==> src/text_row_limited_integer_sum_assert.svh <==
// ----------------------------------------------------------------------------
// text_row_limited_integer_sum_assert.svh
// assertion macros shared by the integer sum block
// ----------------------------------------------------------------------------
`ifndef TEXT_ROW_LIMITED_INTEGER_SUM_ASSERT_SVH
`define TEXT_ROW_LIMITED_INTEGER_SUM_ASSERT_SVH

// antecedent implies consequent in the same cycle
`define TRLIS_ASSERT_SAME(label, clk, rst, ante, cons) \
  label: assert property (@(posedge clk) disable iff (rst) (ante) |-> (cons)) \
    else $error("trlis: same-cycle check failed");

// antecedent implies consequent in the following cycle
`define TRLIS_ASSERT_NEXT(label, clk, rst, ante, cons) \
  label: assert property (@(posedge clk) disable iff (rst) (ante) |=> (cons)) \
    else $error("trlis: next-cycle check failed");

`endif

==> src/trlis_pkg.sv <==
// ----------------------------------------------------------------------------
// trlis_pkg
// types and constants for the text row limited integer sum block
// ----------------------------------------------------------------------------
package trlis_pkg;

  // ascii codes the parser reacts to
  localparam logic [7:0] CHAR_MINUS   = 8'h2D;
  localparam logic [7:0] CHAR_NEWLINE = 8'h0A;
  localparam logic [7:0] CHAR_ZERO    = 8'h30;
  localparam logic [7:0] CHAR_NINE    = 8'h39;

  // result kinds
  localparam logic KIND_WARN = 1'b0;
  localparam logic KIND_SUM  = 1'b1;

  // register map, word index taken from paddr[2]
  localparam logic REG_PER_ROW_LIMIT = 1'b0;

  localparam logic [15:0] LIMIT_RESET = 16'hFFFF;
  localparam logic [15:0] ROW_COUNT_MAX = 16'hFFFF;

  // one queued record: a warning, a sum, or both (warning first)
  typedef struct packed {
    logic        has_warn;
    logic [31:0] warn_value;
    logic [31:0] warn_row;
    logic        has_sum;
    logic [31:0] total;
  } rec_t;

  // queue status towards the top level
  typedef struct packed {
    logic full;
    logic empty;
  } q_status_t;

endpackage

==> src/trlis_front.sv <==
// ----------------------------------------------------------------------------
// trlis_front
// byte parser: tracks numbers, row limit, line number and running sum
// ----------------------------------------------------------------------------
module trlis_front (
  input  logic                clk,
  input  logic                rst,
  input  logic [15:0]         per_row_limit,
  input  logic                in_valid,
  output logic                in_ready,
  input  logic [7:0]          text_byte,
  input  logic                is_end,
  input  logic                q_full,
  output logic                push,
  output trlis_pkg::rec_t     push_rec
);

  logic        in_number;
  logic        is_negative;
  logic        saw_digit;
  logic [31:0] magnitude;
  logic        skip_current;
  logic [15:0] row_count;
  logic        row_skip;
  logic [31:0] line_number;
  logic [31:0] running_sum;

  logic        in_number_next;
  logic        is_negative_next;
  logic        saw_digit_next;
  logic [31:0] magnitude_next;
  logic        skip_current_next;
  logic [15:0] row_count_next;
  logic        row_skip_next;
  logic [31:0] line_number_next;
  logic [31:0] running_sum_next;

  logic        accept;
  logic        is_digit;
  logic [3:0]  digit;
  logic        close_en;
  logic        counted;
  logic [31:0] value;
  logic        close_warn;
  logic        close_add;
  logic [31:0] sum_after;
  logic [15:0] row_inc;
  logic [15:0] row_after;
  logic        skip_after;

  assign in_ready = !q_full;
  assign accept   = in_valid && in_ready;

  // byte classification
  assign is_digit = (text_byte >= trlis_pkg::CHAR_ZERO) && (text_byte <= trlis_pkg::CHAR_NINE);
  assign digit    = 4'(text_byte - trlis_pkg::CHAR_ZERO);

  // closing the pending number
  assign close_en   = in_number && (is_end || !is_digit);
  assign counted    = close_en && saw_digit;
  assign value      = is_negative ? (32'd0 - magnitude) : magnitude;
  assign close_warn = counted && !skip_current && value[31];
  assign close_add  = counted && !skip_current && !value[31];
  assign sum_after  = running_sum + (close_add ? value : 32'd0);
  assign row_inc    = (row_count < trlis_pkg::ROW_COUNT_MAX) ? row_count + 16'd1 : row_count;
  assign row_after  = counted ? row_inc : row_count;
  assign skip_after = row_skip || (counted && (row_inc >= per_row_limit));

  // next state
  always_comb begin
    in_number_next    = in_number;
    is_negative_next  = is_negative;
    saw_digit_next    = saw_digit;
    magnitude_next    = magnitude;
    skip_current_next = skip_current;
    row_count_next    = row_count;
    row_skip_next     = row_skip;
    line_number_next  = line_number;
    running_sum_next  = running_sum;
    if (is_end) begin
      in_number_next    = 1'b0;
      is_negative_next  = 1'b0;
      saw_digit_next    = 1'b0;
      magnitude_next    = 32'd0;
      skip_current_next = 1'b0;
      row_count_next    = 16'd0;
      row_skip_next     = 1'b0;
      line_number_next  = 32'd1;
      running_sum_next  = 32'd0;
    end else if (in_number && is_digit) begin
      saw_digit_next = 1'b1;
      magnitude_next = (magnitude << 3) + (magnitude << 1) + 32'(digit);
    end else begin
      in_number_next   = 1'b0;
      row_count_next   = row_after;
      row_skip_next    = skip_after;
      running_sum_next = sum_after;
      if (is_digit || (text_byte == trlis_pkg::CHAR_MINUS)) begin
        in_number_next    = 1'b1;
        is_negative_next  = !is_digit;
        saw_digit_next    = is_digit;
        magnitude_next    = is_digit ? 32'(digit) : 32'd0;
        skip_current_next = skip_after;
      end
      if (text_byte == trlis_pkg::CHAR_NEWLINE) begin
        line_number_next = line_number + 32'd1;
        row_count_next   = 16'd0;
        row_skip_next    = 1'b0;
      end
    end
  end

  // record towards the queue
  assign push                = accept && (close_warn || is_end);
  assign push_rec.has_warn   = close_warn;
  assign push_rec.warn_value = value;
  assign push_rec.warn_row   = line_number;
  assign push_rec.has_sum    = is_end;
  assign push_rec.total      = sum_after;

  // parser state
  always_ff @(posedge clk) begin
    if (rst) begin
      in_number    <= 1'b0;
      is_negative  <= 1'b0;
      saw_digit    <= 1'b0;
      magnitude    <= 32'd0;
      skip_current <= 1'b0;
      row_count    <= 16'd0;
      row_skip     <= 1'b0;
      line_number  <= 32'd1;
      running_sum  <= 32'd0;
    end else if (accept) begin
      in_number    <= in_number_next;
      is_negative  <= is_negative_next;
      saw_digit    <= saw_digit_next;
      magnitude    <= magnitude_next;
      skip_current <= skip_current_next;
      row_count    <= row_count_next;
      row_skip     <= row_skip_next;
      line_number  <= line_number_next;
      running_sum  <= running_sum_next;
    end
  end

endmodule

==> src/trlis_queue.sv <==
// ----------------------------------------------------------------------------
// trlis_queue
// short record queue between parser and output stage
// ----------------------------------------------------------------------------
module trlis_queue #(
  parameter int DEPTH = 4
) (
  input  logic                  clk,
  input  logic                  rst,
  input  logic                  push,
  input  trlis_pkg::rec_t       push_rec,
  input  logic                  pop,
  output trlis_pkg::rec_t       head_rec,
  output trlis_pkg::q_status_t  status
);

  localparam int PW = (DEPTH > 1) ? $clog2(DEPTH) : 1;
  localparam int CW = $clog2(DEPTH + 1);
  localparam logic [PW-1:0] LAST_SLOT = PW'(DEPTH - 1);
  localparam logic [CW-1:0] FULL_COUNT = CW'(DEPTH);

  trlis_pkg::rec_t slots [DEPTH];
  logic [PW-1:0]   wr_ptr;
  logic [PW-1:0]   rd_ptr;
  logic [CW-1:0]   count;
  logic            do_push;
  logic            do_pop;

  assign status.full  = (count == FULL_COUNT);
  assign status.empty = (count == '0);
  assign do_push      = push && !status.full;
  assign do_pop       = pop && !status.empty;
  assign head_rec     = slots[rd_ptr];

  // storage
  always_ff @(posedge clk) begin
    if (do_push) begin
      slots[wr_ptr] <= push_rec;
    end
  end

  // pointers and fill count
  always_ff @(posedge clk) begin
    if (rst) begin
      wr_ptr <= '0;
      rd_ptr <= '0;
      count  <= '0;
    end else begin
      if (do_push) begin
        wr_ptr <= (wr_ptr == LAST_SLOT) ? '0 : wr_ptr + PW'(1);
      end
      if (do_pop) begin
        rd_ptr <= (rd_ptr == LAST_SLOT) ? '0 : rd_ptr + PW'(1);
      end
      if (do_push && !do_pop) begin
        count <= count + CW'(1);
      end else if (do_pop && !do_push) begin
        count <= count - CW'(1);
      end
    end
  end

endmodule

==> src/trlis_back.sv <==
// ----------------------------------------------------------------------------
// trlis_back
// output stage: splits queued records into result transactions
// ----------------------------------------------------------------------------
module trlis_back (
  input  logic                  clk,
  input  logic                  rst,
  input  trlis_pkg::rec_t       head_rec,
  input  trlis_pkg::q_status_t  q_status,
  output logic                  pop,
  output logic                  out_valid,
  input  logic                  out_ready,
  output logic                  out_kind,
  output logic [31:0]           out_value,
  output logic [31:0]           out_row,
  output logic [31:0]           out_total,
  output logic                  out_last
);

  logic        pend_sum;
  logic [31:0] pend_total;
  logic        load;

  assign load = !out_valid || out_ready;
  assign pop  = load && !pend_sum && !q_status.empty;

  // control
  always_ff @(posedge clk) begin
    if (rst) begin
      out_valid <= 1'b0;
      pend_sum  <= 1'b0;
    end else if (load) begin
      if (pend_sum) begin
        out_valid <= 1'b1;
        pend_sum  <= 1'b0;
      end else if (!q_status.empty) begin
        out_valid <= 1'b1;
        pend_sum  <= head_rec.has_warn && head_rec.has_sum;
      end else begin
        out_valid <= 1'b0;
      end
    end
  end

  // payload
  always_ff @(posedge clk) begin
    if (load) begin
      if (pend_sum) begin
        out_kind  <= trlis_pkg::KIND_SUM;
        out_value <= 32'd0;
        out_row   <= 32'd0;
        out_total <= pend_total;
        out_last  <= 1'b1;
      end else if (!q_status.empty) begin
        pend_total <= head_rec.total;
        if (head_rec.has_warn) begin
          out_kind  <= trlis_pkg::KIND_WARN;
          out_value <= head_rec.warn_value;
          out_row   <= head_rec.warn_row;
          out_total <= 32'd0;
          out_last  <= !head_rec.has_sum;
        end else begin
          out_kind  <= trlis_pkg::KIND_SUM;
          out_value <= 32'd0;
          out_row   <= 32'd0;
          out_total <= head_rec.total;
          out_last  <= 1'b1;
        end
      end
    end
  end

endmodule

==> src/text_row_limited_integer_sum.sv <==
// ----------------------------------------------------------------------------
// text_row_limited_integer_sum
// signed integer finder and summer over a byte stream, with a per-line limit
// ----------------------------------------------------------------------------
// One text byte is taken per clock cycle, back to back: the parser updates its
// number, row and sum state as it takes the byte and hands any result record to a
// short queue, from which the output stage drives result transactions. An item
// that yields a warning and the final sum (end with a pending negative number)
// is sent as two result transactions, warning first. Input stalls only while the queue is
// full, i.e. when the result side is back-pressured. Registers are written over
// the APB port; per_row_limit lies at address 0 and resets to 65535.
module text_row_limited_integer_sum #(
  parameter int QUEUE_DEPTH = 4
) (
  input  logic        clk,
  input  logic        rst,
  // apb configuration port
  input  logic        psel,
  input  logic        penable,
  input  logic        pwrite,
  input  logic [2:0]  paddr,
  input  logic [31:0] pwdata,
  output logic [31:0] prdata,
  output logic        pready,
  // input stream
  input  logic        s_axis_tvalid,
  output logic        s_axis_tready,
  input  logic [7:0]  s_axis_tdata,   // [7:0] text_byte
  input  logic        s_axis_tuser,   // [0] is_end
  // result stream
  output logic        m_axis_tvalid,
  input  logic        m_axis_tready,
  output logic [95:0] m_axis_tdata,   // [31:0] warn_value, [63:32] warn_row, [95:64] total
  output logic        m_axis_tuser,   // [0] kind
  output logic        m_axis_tlast
);

  logic [15:0]          per_row_limit;
  logic                 push;
  logic                 pop;
  trlis_pkg::rec_t      push_rec;
  trlis_pkg::rec_t      head_rec;
  trlis_pkg::q_status_t q_status;
  logic [31:0]          out_value;
  logic [31:0]          out_row;
  logic [31:0]          out_total;

  // configuration register
  assign pready = 1'b1;
  assign prdata = (paddr[2] == trlis_pkg::REG_PER_ROW_LIMIT) ? {16'd0, per_row_limit} : 32'd0;

  always_ff @(posedge clk) begin
    if (rst) begin
      per_row_limit <= trlis_pkg::LIMIT_RESET;
    end else if (psel && penable && pwrite && pready &&
                 (paddr[2] == trlis_pkg::REG_PER_ROW_LIMIT)) begin
      per_row_limit <= pwdata[15:0];
    end
  end

  // parser
  trlis_front u_front (
    .clk           (clk),
    .rst           (rst),
    .per_row_limit (per_row_limit),
    .in_valid      (s_axis_tvalid),
    .in_ready      (s_axis_tready),
    .text_byte     (s_axis_tdata),
    .is_end        (s_axis_tuser),
    .q_full        (q_status.full),
    .push          (push),
    .push_rec      (push_rec)
  );

  // record queue
  trlis_queue #(
    .DEPTH (QUEUE_DEPTH)
  ) u_queue (
    .clk      (clk),
    .rst      (rst),
    .push     (push),
    .push_rec (push_rec),
    .pop      (pop),
    .head_rec (head_rec),
    .status   (q_status)
  );

  // output stage
  trlis_back u_back (
    .clk       (clk),
    .rst       (rst),
    .head_rec  (head_rec),
    .q_status  (q_status),
    .pop       (pop),
    .out_valid (m_axis_tvalid),
    .out_ready (m_axis_tready),
    .out_kind  (m_axis_tuser),
    .out_value (out_value),
    .out_row   (out_row),
    .out_total (out_total),
    .out_last  (m_axis_tlast)
  );

  assign m_axis_tdata = {out_total, out_row, out_value};

  // checks
`include "text_row_limited_integer_sum_assert.svh"

  `TRLIS_ASSERT_SAME(a_sum_is_last, clk, rst,
    m_axis_tvalid && (m_axis_tuser == trlis_pkg::KIND_SUM), m_axis_tlast)
  `TRLIS_ASSERT_SAME(a_warn_negative, clk, rst,
    m_axis_tvalid && (m_axis_tuser == trlis_pkg::KIND_WARN), m_axis_tdata[31])
  `TRLIS_ASSERT_NEXT(a_sum_follows_warn, clk, rst,
    m_axis_tvalid && m_axis_tready && !m_axis_tlast,
    m_axis_tvalid && (m_axis_tuser == trlis_pkg::KIND_SUM))

endmodule
==> config.mk <==
export PLATFORM = sky130hd
export DESIGN_NAME = text_row_limited_integer_sum
export DESIGN_NICKNAME = d
export VERILOG_FILES = /design/src/trlis_pkg.sv /design/src/trlis_front.sv /design/src/trlis_queue.sv /design/src/trlis_back.sv /design/src/text_row_limited_integer_sum.sv
export VERILOG_INCLUDE_DIRS = /design/src /design/src/src
export SDC_FILE = /design/constraint.sdc
export NUM_CORES = 1
export LEC_CHECK = 0
export ABC_AREA = 1
export BUFFER_PORTS_ARGS = -buffer_cell sky130_fd_sc_hd__buf_2
export CAP_MARGIN = 20
export CORE_UTILIZATION = 50
export CTS_CLUSTER_SIZE = 28
export DETAILED_ROUTE_END_ITERATION = 16
export GPL_ROUTABILITY_DRIVEN = 0
export PLACE_DENSITY = 0.67
export SYNTH_ARGS = -nofsm -noshare
export SYNTH_HDL_FRONTEND = slang
export SYNTH_HIERARCHICAL = 1
export SYNTH_SLANG_ARGS = --single-unit
==> constraint.sdc <==
create_clock -name clk -period 7.5 [get_ports clk]
set_input_delay 0.75 -clock clk [delete_from_list [all_inputs] [get_ports clk]]
set_output_delay 0.75 -clock clk [all_outputs]
set_load 0.02 [all_outputs]
**Word-level counts from Yosys, hierarchy flattened**

Memories as Yosys holds them, arrays and structs flattened. A register that Yosys moved wholly into a read port is not among the register bits.
Index checks and enable logic that the tools add are counted.

- Add/sub/neg operators: 11
- Multipliers: 0
- Divide/modulo/power cells: 0
- $lt $le $gt $ge: 4
- Equal/unequal tests: 7
- Shift operators: 0
- Mux-type cells: 55
- Bitwise gates (word level): 3
- Reductions and logical operators: 48

Operators by type and width:

| cell | count |
|---|---|
| 32-bit two-way mux | 17 |
| 16-bit two-way mux | 6 |
| 32-bit adder | 2 |
| 32-bit by 1-bit adder with 32-bit output (second input constant) | 1 |
| 32-bit by 4-bit adder with 32-bit output | 1 |
| 1-bit by 32-bit subtractor with 32-bit output (first input constant) | 1 |
| 1-bit two-way mux | 25 |
| 1-bit logical AND | 20 |
| 16-bit by 1-bit adder with 16-bit output (second input constant) | 1 |
| 16-bit greater-or-equal comparator | 1 |
| 16-bit less-than comparator (second input constant) | 1 |
| 3-bit AND reduction | 4 |
| 1-bit logical NOT | 10 |
| 8-bit by 4-bit == test with 1-bit output (second input constant) | 1 |
| 8-bit by 6-bit == test with 1-bit output (second input constant) | 1 |
| 8-bit by 6-bit greater-or-equal comparator with 1-bit output (second input constant) | 1 |
| 8-bit by 6-bit less-or-equal comparator with 1-bit output (second input constant) | 1 |
| 2-bit two-way mux | 4 |
| 3-bit two-way mux | 2 |
| 2-bit AND reduction | 3 |
| 2-bit nonzero test | 3 |
| 3-bit nonzero test | 2 |
| 1-bit logical OR | 5 |
| 2-bit by 1-bit adder with 2-bit output (second input constant) | 2 |
| other kinds (9) | 13 |

- Register bits after elaboration: 272
- Latch bits: 0
- Memory bits (writable): 392
- Memory bits (read-only): 0
- Input bits: 51
- Output and inout port bits: 133
- Logic and storage cells: 150
- Memories kept: 1

Memory list:

| name | depth | bits a word | read ports | clocked after Yosys merged registers in | wr ports | RTL line | text |
|---|---|---|---|---|---|---|---|
| u_queue.slots | 4 | 98 | 1 | 1 | 1 | trlis_queue.sv:22 | `trlis_pkg::rec_t slots [DEPTH];` |

**Longest topological paths before layout**

Gate-level depths: netlist (run 1).

- Word-level depth: 15
- Mapped depth: 24
- Depth with buffers taken out: 23

**By module**

The synthesis (run 1) kept the hierarchy.

By module, submodules not included:

| module | instances | cells an instance | area an instance (µm²) | seq. area each (µm²) |
|---|---|---|---|---|
| trlis_queue | 1 | 1019 | 15014.4 | 11951.5 |
| trlis_front | 1 | 2123 | 12233.0 | 2342.2 |
| trlis_back | 1 | 387 | 5134.9 | 3943.8 |
| text_row_limited_integer_sum | 1 | 127 | 885.8 | 320.3 |

**Worst setup path before layout (run 1)**

No wires, ideal clock.

- Path type: input-to-reg
- Start: input port s_axis_tdata[7]
- End: memory u_queue/slots[0][0] in the netlist's numbering, enable pin
- Arrival: 5.898 ns
- Required time: 6.944 ns
- Setup slack: 1.046 ns
- Stages on the path: 12
- Buffers on the path: 0
- Path through: inv_1 nand2_1 nor3_2 nand2_2 inv_4 nand2_4 nand3_1 nor2_1 nand2_1 a21oi_1 nand2_1 nor2_1

- Longest elaborated chain between the ends: 13
- Elaborated cells on any way between the ends: 14

RTL lines:

| what | RTL line | text |
|---|---|---|
| start, declared | text_row_limited_integer_sum.sv:28 | `input logic [7:0] s_axis_tdata,` |
| 8-bit by 6-bit greater-or-equal comparator with 1-bit output or 8-bit by 6-bit less-or-equal comparator with 1-bit output (tied branches) | trlis_front.sv:55 | `assign is_digit = (text_byte >= trlis_pkg::CHAR_ZERO) && (text_byte <= trlis_pkg::CHAR_NINE);` |
| 1-bit logical AND * | trlis_front.sv:55 |  |
| 1-bit logical NOT * | trlis_front.sv:59 | `assign close_en = in_number && (is_end \|\| !is_digit);` |
| 1-bit logical OR * | trlis_front.sv:59 |  |
| 1-bit logical AND * | trlis_front.sv:59 |  |
| 1-bit logical AND * | trlis_front.sv:60 | `assign counted = close_en && saw_digit;` |
| 1-bit logical AND * (2 in series) | trlis_front.sv:62 | `assign close_warn = counted && !skip_current && value[31];` |
| 1-bit logical OR * | trlis_front.sv:114 | `assign push = accept && (close_warn \|\| is_end);` |
| 1-bit logical AND * | trlis_front.sv:114 |  |
| net push | text_row_limited_integer_sum.sv:39 | `logic push;` |
| 1-bit logical AND * | trlis_queue.sv:31 | `assign do_push = push && !status.full;` |
| 1-bit two-way mux * | trlis_queue.sv:37 | `if (do_push) begin` |
| 1-bit two-way mux (implied by the code) * | trlis_queue.sv:38 | `slots[wr_ptr] <= push_rec;` |
| end, declared | trlis_queue.sv:22 |  |

The timed path passes the listed nets; every way through them passes the cells marked *.

==> results of run 1 <==
[final cells by class]
| type | count | area share, % |
|---|---|---|
| clock buffers | 97 | 5.49 |
| clock inverters | 38 | 0.870 |
| inverters | 501 | 5.14 |
| multi-input cells | 2361 | 32.5 |
| flip-flops and latches | 666 | 50.4 |
| well taps | 864 | 2.94 |
| repair buffers | 172 | 2.65 |
[worst paths after layout]
kind / start / to / slack [ns] / cells after the start
max: u_front/magnitude[0]$_SDFFE_PP0P_ / u_queue/slots[3][70]$_DFFE_PP_ / 3.06 / 12
max reg2reg: u_front/magnitude[0]$_SDFFE_PP0P_ / u_queue/slots[3][70]$_DFFE_PP_ / 3.06 / 12
min reg2reg: u_front/running_sum[16]$_SDFFE_PP0P_ / u_front/running_sum[16]$_SDFFE_PP0P_ / 0.47 / 2
min: pwdata[8] / per_row_limit[8]$_SDFFE_PP1P_ / 0.38 / 3
[cells in the mapped netlist, types with 3 or more instances]
cell type,instances,share of area [%]
sky130_fd_sc_hd__a21o_1,9,0.20
sky130_fd_sc_hd__a21oi_1,160,2.4
sky130_fd_sc_hd__and2_1,19,0.36
sky130_fd_sc_hd__buf_2,21,0.32
sky130_fd_sc_hd__buf_4,33,0.74
sky130_fd_sc_hd__buf_6,33,1.1
sky130_fd_sc_hd__clkbuf_1,51,0.58
sky130_fd_sc_hd__dfxtp_1,144,8.7
sky130_fd_sc_hd__edfxtp_1,522,47
sky130_fd_sc_hd__fa_1,4,0.24
sky130_fd_sc_hd__ha_1,114,4.3
sky130_fd_sc_hd__inv_1,487,5.5
sky130_fd_sc_hd__inv_2,11,0.12
sky130_fd_sc_hd__nand2_1,790,8.9
sky130_fd_sc_hd__nand2_2,7,0.13
sky130_fd_sc_hd__nand2_4,3,0.10
sky130_fd_sc_hd__nand3_1,167,2.5
sky130_fd_sc_hd__nand3_2,5,0.15
sky130_fd_sc_hd__nand3b_1,10,0.23
sky130_fd_sc_hd__nand4_1,28,0.53
sky130_fd_sc_hd__nor2_1,503,5.7
sky130_fd_sc_hd__nor2_2,21,0.39
sky130_fd_sc_hd__nor2_4,5,0.17
sky130_fd_sc_hd__nor3_1,34,0.51
sky130_fd_sc_hd__o21ai_0,185,2.8
sky130_fd_sc_hd__o21ai_1,51,0.77
sky130_fd_sc_hd__o21ai_2,30,0.79
sky130_fd_sc_hd__o21bai_1,6,0.14
sky130_fd_sc_hd__o22ai_1,99,1.9
sky130_fd_sc_hd__o31ai_1,3,0.068
sky130_fd_sc_hd__or2_2,9,0.17
sky130_fd_sc_hd__xnor2_1,11,0.29
sky130_fd_sc_hd__xor2_1,50,1.3
[flip-flops by register name, summed over array words and instances (netlist names), named ones only]
name	cells
per_row_limit	16
u_front/magnitude	32
u_front/in_number	1
u_queue/count	3
u_front/row_skip	1
u_back/out_total	32
u_front/is_negative	1
u_back/pend_total	32
u_back/out_valid	1
u_front/saw_digit	1
u_back/out_last	1
u_front/row_count	16
u_back/out_kind	1
u_back/pend_sum	1
u_front/skip_current	1
u_front/running_sum	32
u_front/line_number	32
u_queue/wr_ptr	2
u_queue/rd_ptr	2
u_queue/slots	392
u_back/out_row	32
u_back/out_value	32
[routing by layer]
layer | global-route usage, % | vias up | wire length (microns)
met3 | 2.75 | 117 | 3510
met4 | 8.22 | 0 | 2250
li1 | - | 12300 | -
met5 | 0 | - | 0
met1 | 30.0 | 11600 | 34200
met2 | 37.8 | 576 | 36300
[cell families after synthesis]
| family | Yosys count | synth area share [%] |
|---|---|---|
| xor gates and xnor gates | 62 | 1.65 |
| other | 2 | 0.0226 |
| adders and majority gates | 118 | 4.53 |
| and+or+nand+nor | 1613 | 20.2 |
| DFF | 666 | 55.8 |
| AOI/OAI and AO/OA | 551 | 9.21 |
| buffers and inverters | 644 | 8.55 |
[worst register-to-register path, cell delays in order (launching register included)]
cell and delay (ns):
sky130_fd_sc_hd__dfxtp_1 0.62, sky130_fd_sc_hd__inv_1 0.19, sky130_fd_sc_hd__nand3_2 0.15, sky130_fd_sc_hd__nor2_2 0.08, sky130_fd_sc_hd__nand3_2 0.09, sky130_fd_sc_hd__nand2_4 0.07, sky130_fd_sc_hd__a21o_4 0.22, sky130_fd_sc_hd__nand2_1 0.24
sky130_fd_sc_hd__nand2_1 0.17, sky130_fd_sc_hd__a21oi_1 0.31, sky130_fd_sc_hd__nand2_1 0.34, sky130_fd_sc_hd__nor2_4 0.85, sky130_fd_sc_hd__buf_4 0.71
[through the flow]
stage	power, mW	setup slack, ns
after floorplan	7.11	1.05
after global placement	7.79	2.69
final	11.2	3.06
after global routing	11.8	2.77
after detailed placement	7.84	2.67
after CTS	11.3	3.00
[cell usage in the layout (no fill, tap or decap), types with 8 or more instances in the layout]
cell type	netlist	final
sky130_fd_sc_hd__a21o_1	9	9
sky130_fd_sc_hd__nor3_1	34	34
sky130_fd_sc_hd__nand3_1	167	167
sky130_fd_sc_hd__nor2_2	21	22
sky130_fd_sc_hd__clkbuf_1	51	16
sky130_fd_sc_hd__conb_1	2	17
sky130_fd_sc_hd__inv_2	11	11
sky130_fd_sc_hd__o21ai_0	185	185
sky130_fd_sc_hd__nand2_2	7	8
sky130_fd_sc_hd__o21ai_2	30	30
sky130_fd_sc_hd__inv_1	487	486
sky130_fd_sc_hd__nor2_1	503	498
sky130_fd_sc_hd__xor2_1	50	50
sky130_fd_sc_hd__clkinv_2	0	8
sky130_fd_sc_hd__buf_4	33	22
sky130_fd_sc_hd__clkinv_1	0	14
sky130_fd_sc_hd__dfxtp_1	144	142
sky130_fd_sc_hd__buf_2	21	147
sky130_fd_sc_hd__o21ai_1	51	51
sky130_fd_sc_hd__nor2_4	5	9
sky130_fd_sc_hd__nand4_1	28	28
sky130_fd_sc_hd__edfxtp_1	522	522
sky130_fd_sc_hd__xnor2_1	11	11
sky130_fd_sc_hd__nand2_1	790	789
sky130_fd_sc_hd__a21oi_1	160	160
sky130_fd_sc_hd__ha_1	114	114
sky130_fd_sc_hd__clkbuf_16	0	75
sky130_fd_sc_hd__o22ai_1	99	99
sky130_fd_sc_hd__or2_2	9	9
sky130_fd_sc_hd__and2_1	19	19
sky130_fd_sc_hd__nand3b_1	10	10
[report_power, final]
part | switching (mW) | internal [mW] | total [mW]
clock network | 1.44 | 2.01 | 3.46
logic | 2.09 | 0.746 | 2.83
registers | 0.130 | 4.76 | 4.89
total | 3.66 | 7.52 | 11.2
==> qor.csv, run 1 <==
stage;metric;value;unit
outcome;run_status;complete, no violations;
global_route;grt_first_pass_wirelength;120000;microns
timing;accumulated_negative_setup_slack;0;ns
clock_tree;cts_root_buffer;sky130_fd_sc_hd__clkbuf_16;
timing;setup_viol;0;
floorplanning;initial_standard_cell_utilization_of_the_core;50.6;%
critical_path;timing.critical_path.fanout_max;42;
synth;register_area_share_after_synthesis;55.8;%
synth;post_synth_inst_count;3656;
global_route;globalRoute.totalOverflow;0;
critical_path;cp_slowest_cell;sky130_fd_sc_hd__nor2_4;
finish;final_core_utilization;56.0;%
synth;synth_warnings;6;
critical_path;critPathTopFamily;simple AND/OR/NAND/NOR gates;
timing;finClkSkew;0.0155;ns
clock_tree;cts_repair_resize_count;0;
power;power.density_cell_area;304;nW/um^2
route;vias;24500;
placed_design;postPlaceCellArea;34500;sq um
finish;multiInputGateArea;12000;sq um
finish;layout.nets;3944;
clock_tree;post-cts-setup-buffers;0;
floorplanning;floorplan.rows;94;
route;routed_wire_length_per_instance;16.2;microns
timing;worst-slew-pin-transition;1.05;ns
route;vias_per_cell;5.22;
power;ir_worst_vdd;0.185;mV
clock_tree;clkSlewWorstSetupHoldPaths;0.06;ns
timing;max_freq;225;MHz
synth;postSynthAreaPerCell;9.10;sq um
clock_tree;cts_max_level;3;
critical_path;worstPathRequired;7.74;ns
placed_design;dp_cells;4564;
clock_tree;holdBufCountCts;0;
finish;area_growth_syn_to_layout;10.6;%
finish;count_of_non_filler_cells_in_the_finished_layout;4699;
critical_path;worst-setup-path-type;flop to flop;
critical_path;critPathMostFrequentCell;sky130_fd_sc_hd__nand2_1;
route;dr.first_iter.drc_count;1881;
floorplanning;floorplan.die.height;260;microns
clock_tree;cts.path.max_buffers;3;
synth;yosysUniqueCellTypes;53;
finish;antenna_cells;0;
clock_tree;cts-buffers-inserted;73;
route;antenna_left;0;
critical_path;cp_cell_sequence;inv_1 -> nand3_2 -> nor2_2 -> nand3_2 -> nand2_4 -> a21o_4 -> nand2_1 -> nand2_1 -> a21oi_1 -> nand2_1 -> nor2_4 -> buf_4;
floorplanning;fp.dieW;260;microns
timing;slew_violations;0;
critical_path;cp.buffers_inverters;2;
timing;final.min_clock_period;4.44;ns
synth;yosys_register_bits;666;
route;routed_wirelength;76300;microns
critical_path;worst_path_largest_cell_delay;0.85;ns
power;power.static_leakage;16.1;nW
timing;max-slew-margin-rel;29.8;%
floorplanning;core_footprint;65700;sq um
timing;rsz0062_at_grt;false;
critical_path;cp-start-kind;flop;
floorplanning;design.die.area;67600;sq um
finish;final-seq-area;18600;sq um
synth;share_of_flip_flops_with_an_asynchronous_set_or_reset;0;%
placed_design;placement.io_buffers;148;
synth;post_synth_edffs;522;
global_route;maximum_number_of_pins_on_one_net_before_global_route_repair;97;
global_route;grt_pass1_vias;22800;
timing;report.final.hold_viol_count;0;
finish;design_area;36800;sq um
flow_run;maxCapViolations;0;
global_route;antenna_found_initial;0;
clock_tree;tritoncts;built;
synth;syn-cell-area;33300;sq um
timing;worst_hold_slack;0.381;ns
floorplanning;boundaryPins;184;
clock_tree;clk-insertion-delay-late;0.61;ns
finish;n_fill_cell;5786;
finish;post_route_cells_drive_above_1_share;10.2;%
clock_tree;cts.sinks;666;
critical_path;kind_of_capture_point_of_the_worst_setup_path;flop;
synth;dominantRegCellSynth;sky130_fd_sc_hd__edfxtp_1;
route;drcViolationCount;0;
global_route;total_global_route_track_usage;22.5;%
timing;finalCritPeriodShare;59.2;%
critical_path;arrival_time_of_data_at_the_critical_path_endpoint;4.68;ns
worst_hold_path;worst_hold_path_type;primary input to flop;
route;drt_pass1_iterations;7;
placed_design;detailed_place_hpwl;51600;microns
Note: power is estimated with default switching activity, not from simulation.
==> run 2, diff against run 1 <==
--- a/config.mk
+++ b/config.mk
@@ -13,7 +13,7 @@
 export CTS_CLUSTER_SIZE = 28
 export DETAILED_ROUTE_END_ITERATION = 16
 export GPL_ROUTABILITY_DRIVEN = 0
-export PLACE_DENSITY = 0.67
+export PLACE_DENSITY = 0.7
 export SYNTH_ARGS = -nofsm -noshare
 export SYNTH_HDL_FRONTEND = slang
 export SYNTH_HIERARCHICAL = 1
==> constraint.sdc (replaced) <==
create_clock -name clk -period 3.7 [get_ports clk]
set_input_delay 0.37 -clock clk [delete_from_list [all_inputs] [get_ports clk]]
set_output_delay 0.37 -clock clk [all_outputs]
set_load 0.02 [all_outputs]
==> qor.csv, run 2 (synthesized netlist as in run 1, its figures left out) <==
stage;metric;value;unit
finish;post_route_cells_drive_above_1_share;11.7;%
global_route;maximum_number_of_pins_on_one_net_before_global_route_repair;195;
floorplanning;initial_standard_cell_utilization_of_the_core;50.6;%
route;vias;24900;
finish;largest_register;u_queue/slots;
critical_path;kind_of_capture_point_of_the_worst_setup_path;flop;
outcome;run_status;complete, no violations;
critical_path;arrival_time_of_data_at_the_critical_path_endpoint;3.79;ns
power;ir_worst_vdd;0.723;mV
finish;layout.nets;4022;
placed_design;placement.io_buffers;148;
timing;worst-slew-pin-transition;1.11;ns
global_route;grt_pass1_vias;23100;
critical_path;critPathMostFrequentCell;sky130_fd_sc_hd__nand2_1;
clock_tree;cts.path.max_buffers;3;
route;antenna_left;0;
critical_path;worst-setup-path-type;flop to flop;
clock_tree;cts_root_buffer;sky130_fd_sc_hd__clkbuf_16;
critical_path;cp-start-kind;flop;
finish;area_growth_syn_to_layout;13.1;%
floorplanning;design.die.area;67600;sq um
finish;mostFrequentLayoutCells;sky130_fd_sc_hd__nand2_1, sky130_fd_sc_hd__edfxtp_1, sky130_fd_sc_hd__nor2_1;
clock_tree;clkSlewWorstSetupHoldPaths;0.06;ns
power;power.static_leakage;16.5;nW
route;routed_wire_length_per_instance;16.1;microns
route;routed_wirelength;77000;microns
clock_tree;cts_max_level;3;
clock_tree;clk-insertion-delay-late;0.62;ns
critical_path;cp_cell_sequence;inv_1 -> ha_1 -> nand3_1 -> nor2_2 -> nand2_1 -> nor2_1 -> nand2_1 -> nand2_1 -> xor2_1 -> nor2_1 -> ha_1 -> nand2_1 -> nor2_1 -> nand2_1 -> nor2_1 -> nand2_1 -> nand2_1 -> nand2_1 -> and2_1;
flow_run;maxCapViolations;0;
finish;layout.cells.most_common;sky130_fd_sc_hd__nand2_1;
critical_path;cp_slowest_cell;sky130_fd_sc_hd__ha_1;
clock_tree;cts-buffers-inserted;70;
critical_path;cp.buffers_inverters;1;
timing;worst_hold_slack;0.118;ns
route;dr.first_iter.drc_count;2059;
floorplanning;floorplan.die.height;260;microns
critical_path;worst_path_largest_cell_delay;0.40;ns
finish;count_of_non_filler_cells_in_the_finished_layout;4775;
route;drt_pass1_iterations;6;
timing;accumulated_negative_setup_slack;0;ns
finish;design_area;37600;sq um
floorplanning;boundaryPins;184;
floorplanning;fp.dieW;260;microns
floorplanning;floorplan.rows;94;
timing;report.final.hold_viol_count;0;
route;vias_per_cell;5.22;
timing;max-slew-margin-rel;26.3;%
timing;setup_viol;0;
global_route;total_global_route_track_usage;22.8;%
timing;finalCritPeriodShare;94.2;%
global_route;antenna_found_initial;0;
placed_design;detailed_place_hpwl;53000;microns
finish;number_of_flip_flops_in_the_largest_register;392;
critical_path;critPathTopFamily;simple AND/OR/NAND/NOR gates;
clock_tree;cts.sinks;666;
placed_design;postPlaceCellArea;35100;sq um
global_route;globalRoute.totalOverflow;0;
critical_path;timing.critical_path.fanout_max;5;
floorplanning;core_footprint;65700;sq um
placed_design;dp_cells;4629;
clock_tree;tritoncts;built;
route;drcViolationCount;0;
timing;final.min_clock_period;3.49;ns
timing;slew_violations;0;
timing;max_freq;287;MHz
global_route;grt_first_pass_wirelength;122000;microns
timing;finClkSkew;0.0244;ns
critical_path;worstPathRequired;4.01;ns
power;power.density_cell_area;605;nW/um^2
worst_hold_path;worst_hold_path_type;primary input to flop;
[run 2: cell types whose count changed in the layout (fill, tap and decap cells not counted), sizes merged]
cell,change
buf,+65
bufinv,+2
clkbuf,+1
clkinv,-9
clkinvlp,+1
diode,+1
dlygate4sd3,+16
inv,-1
[run 2: worst paths after layout]
kind,to,cells past startpoint,from,slack [ns]
min,u_front/magnitude[0]$_SDFFE_PP0P_,3,s_axis_tdata[0],0.12
max,u_queue/slots[3][25]$_DFFE_PP_,19,u_front/magnitude[1]$_SDFFE_PP0P_,0.21
max reg2reg,u_queue/slots[3][25]$_DFFE_PP_,19,u_front/magnitude[1]$_SDFFE_PP0P_,0.21
min reg2reg,u_front/skip_current$_SDFFE_PP0P_,2,u_front/skip_current$_SDFFE_PP0P_,0.47
[run 2: metrics by stage]
step	power [mW]	utilization [%]	worst slack, ns
finish	22.8	57.2	0.213
global route	23.9	57.2	-0.0216
CTS	23.0	57.2	0.215
detailed placement	16.0	53.4	0.220
global placement	15.9	53.4	0.269
floorplan	14.4	-	-0.922
[run 2: metal layers]
layer	up-vias	track usage (%)	share of wire, %
met3	108	2.71	5.3
met4	0	7.71	2.5
met2	674	38.8	48
met5	-	0	0
li1	12400	-	-
met1	11700	30.2	44
[run 2: timing repair]
item / in CTS / in global routing
hold buffers: 16 / 0
setup endpoints to repair: 0 / 35
setup buffers: 0 / 0
resized for setup: 0 / 8
endpoints found under the hold margin: 16 / 0
[run 2: where the power goes]
part	internal [mW]	total (mW)	switching (mW)
clock	4.13	6.97	2.83
sequential	9.64	9.93	0.287
combinational	1.61	5.87	4.26
[run 2: layout make-up]
cell class	instances	area, sq um
antenna	1	2.50
clock inverter	31	310
sequential	666	18600
tap	864	1080
multi-input combinational	2361	12000
timing repair buffer	253	1800
clock buffer	98	1990
inverter	501	1890
fill	5662	28100
[run 2: worst min-delay path, stage by stage]
cell and delay [ns]:
sky130_fd_sc_hd__buf_2 0.11, sky130_fd_sc_hd__nand2_1 0.07, sky130_fd_sc_hd__a21oi_1 0.10
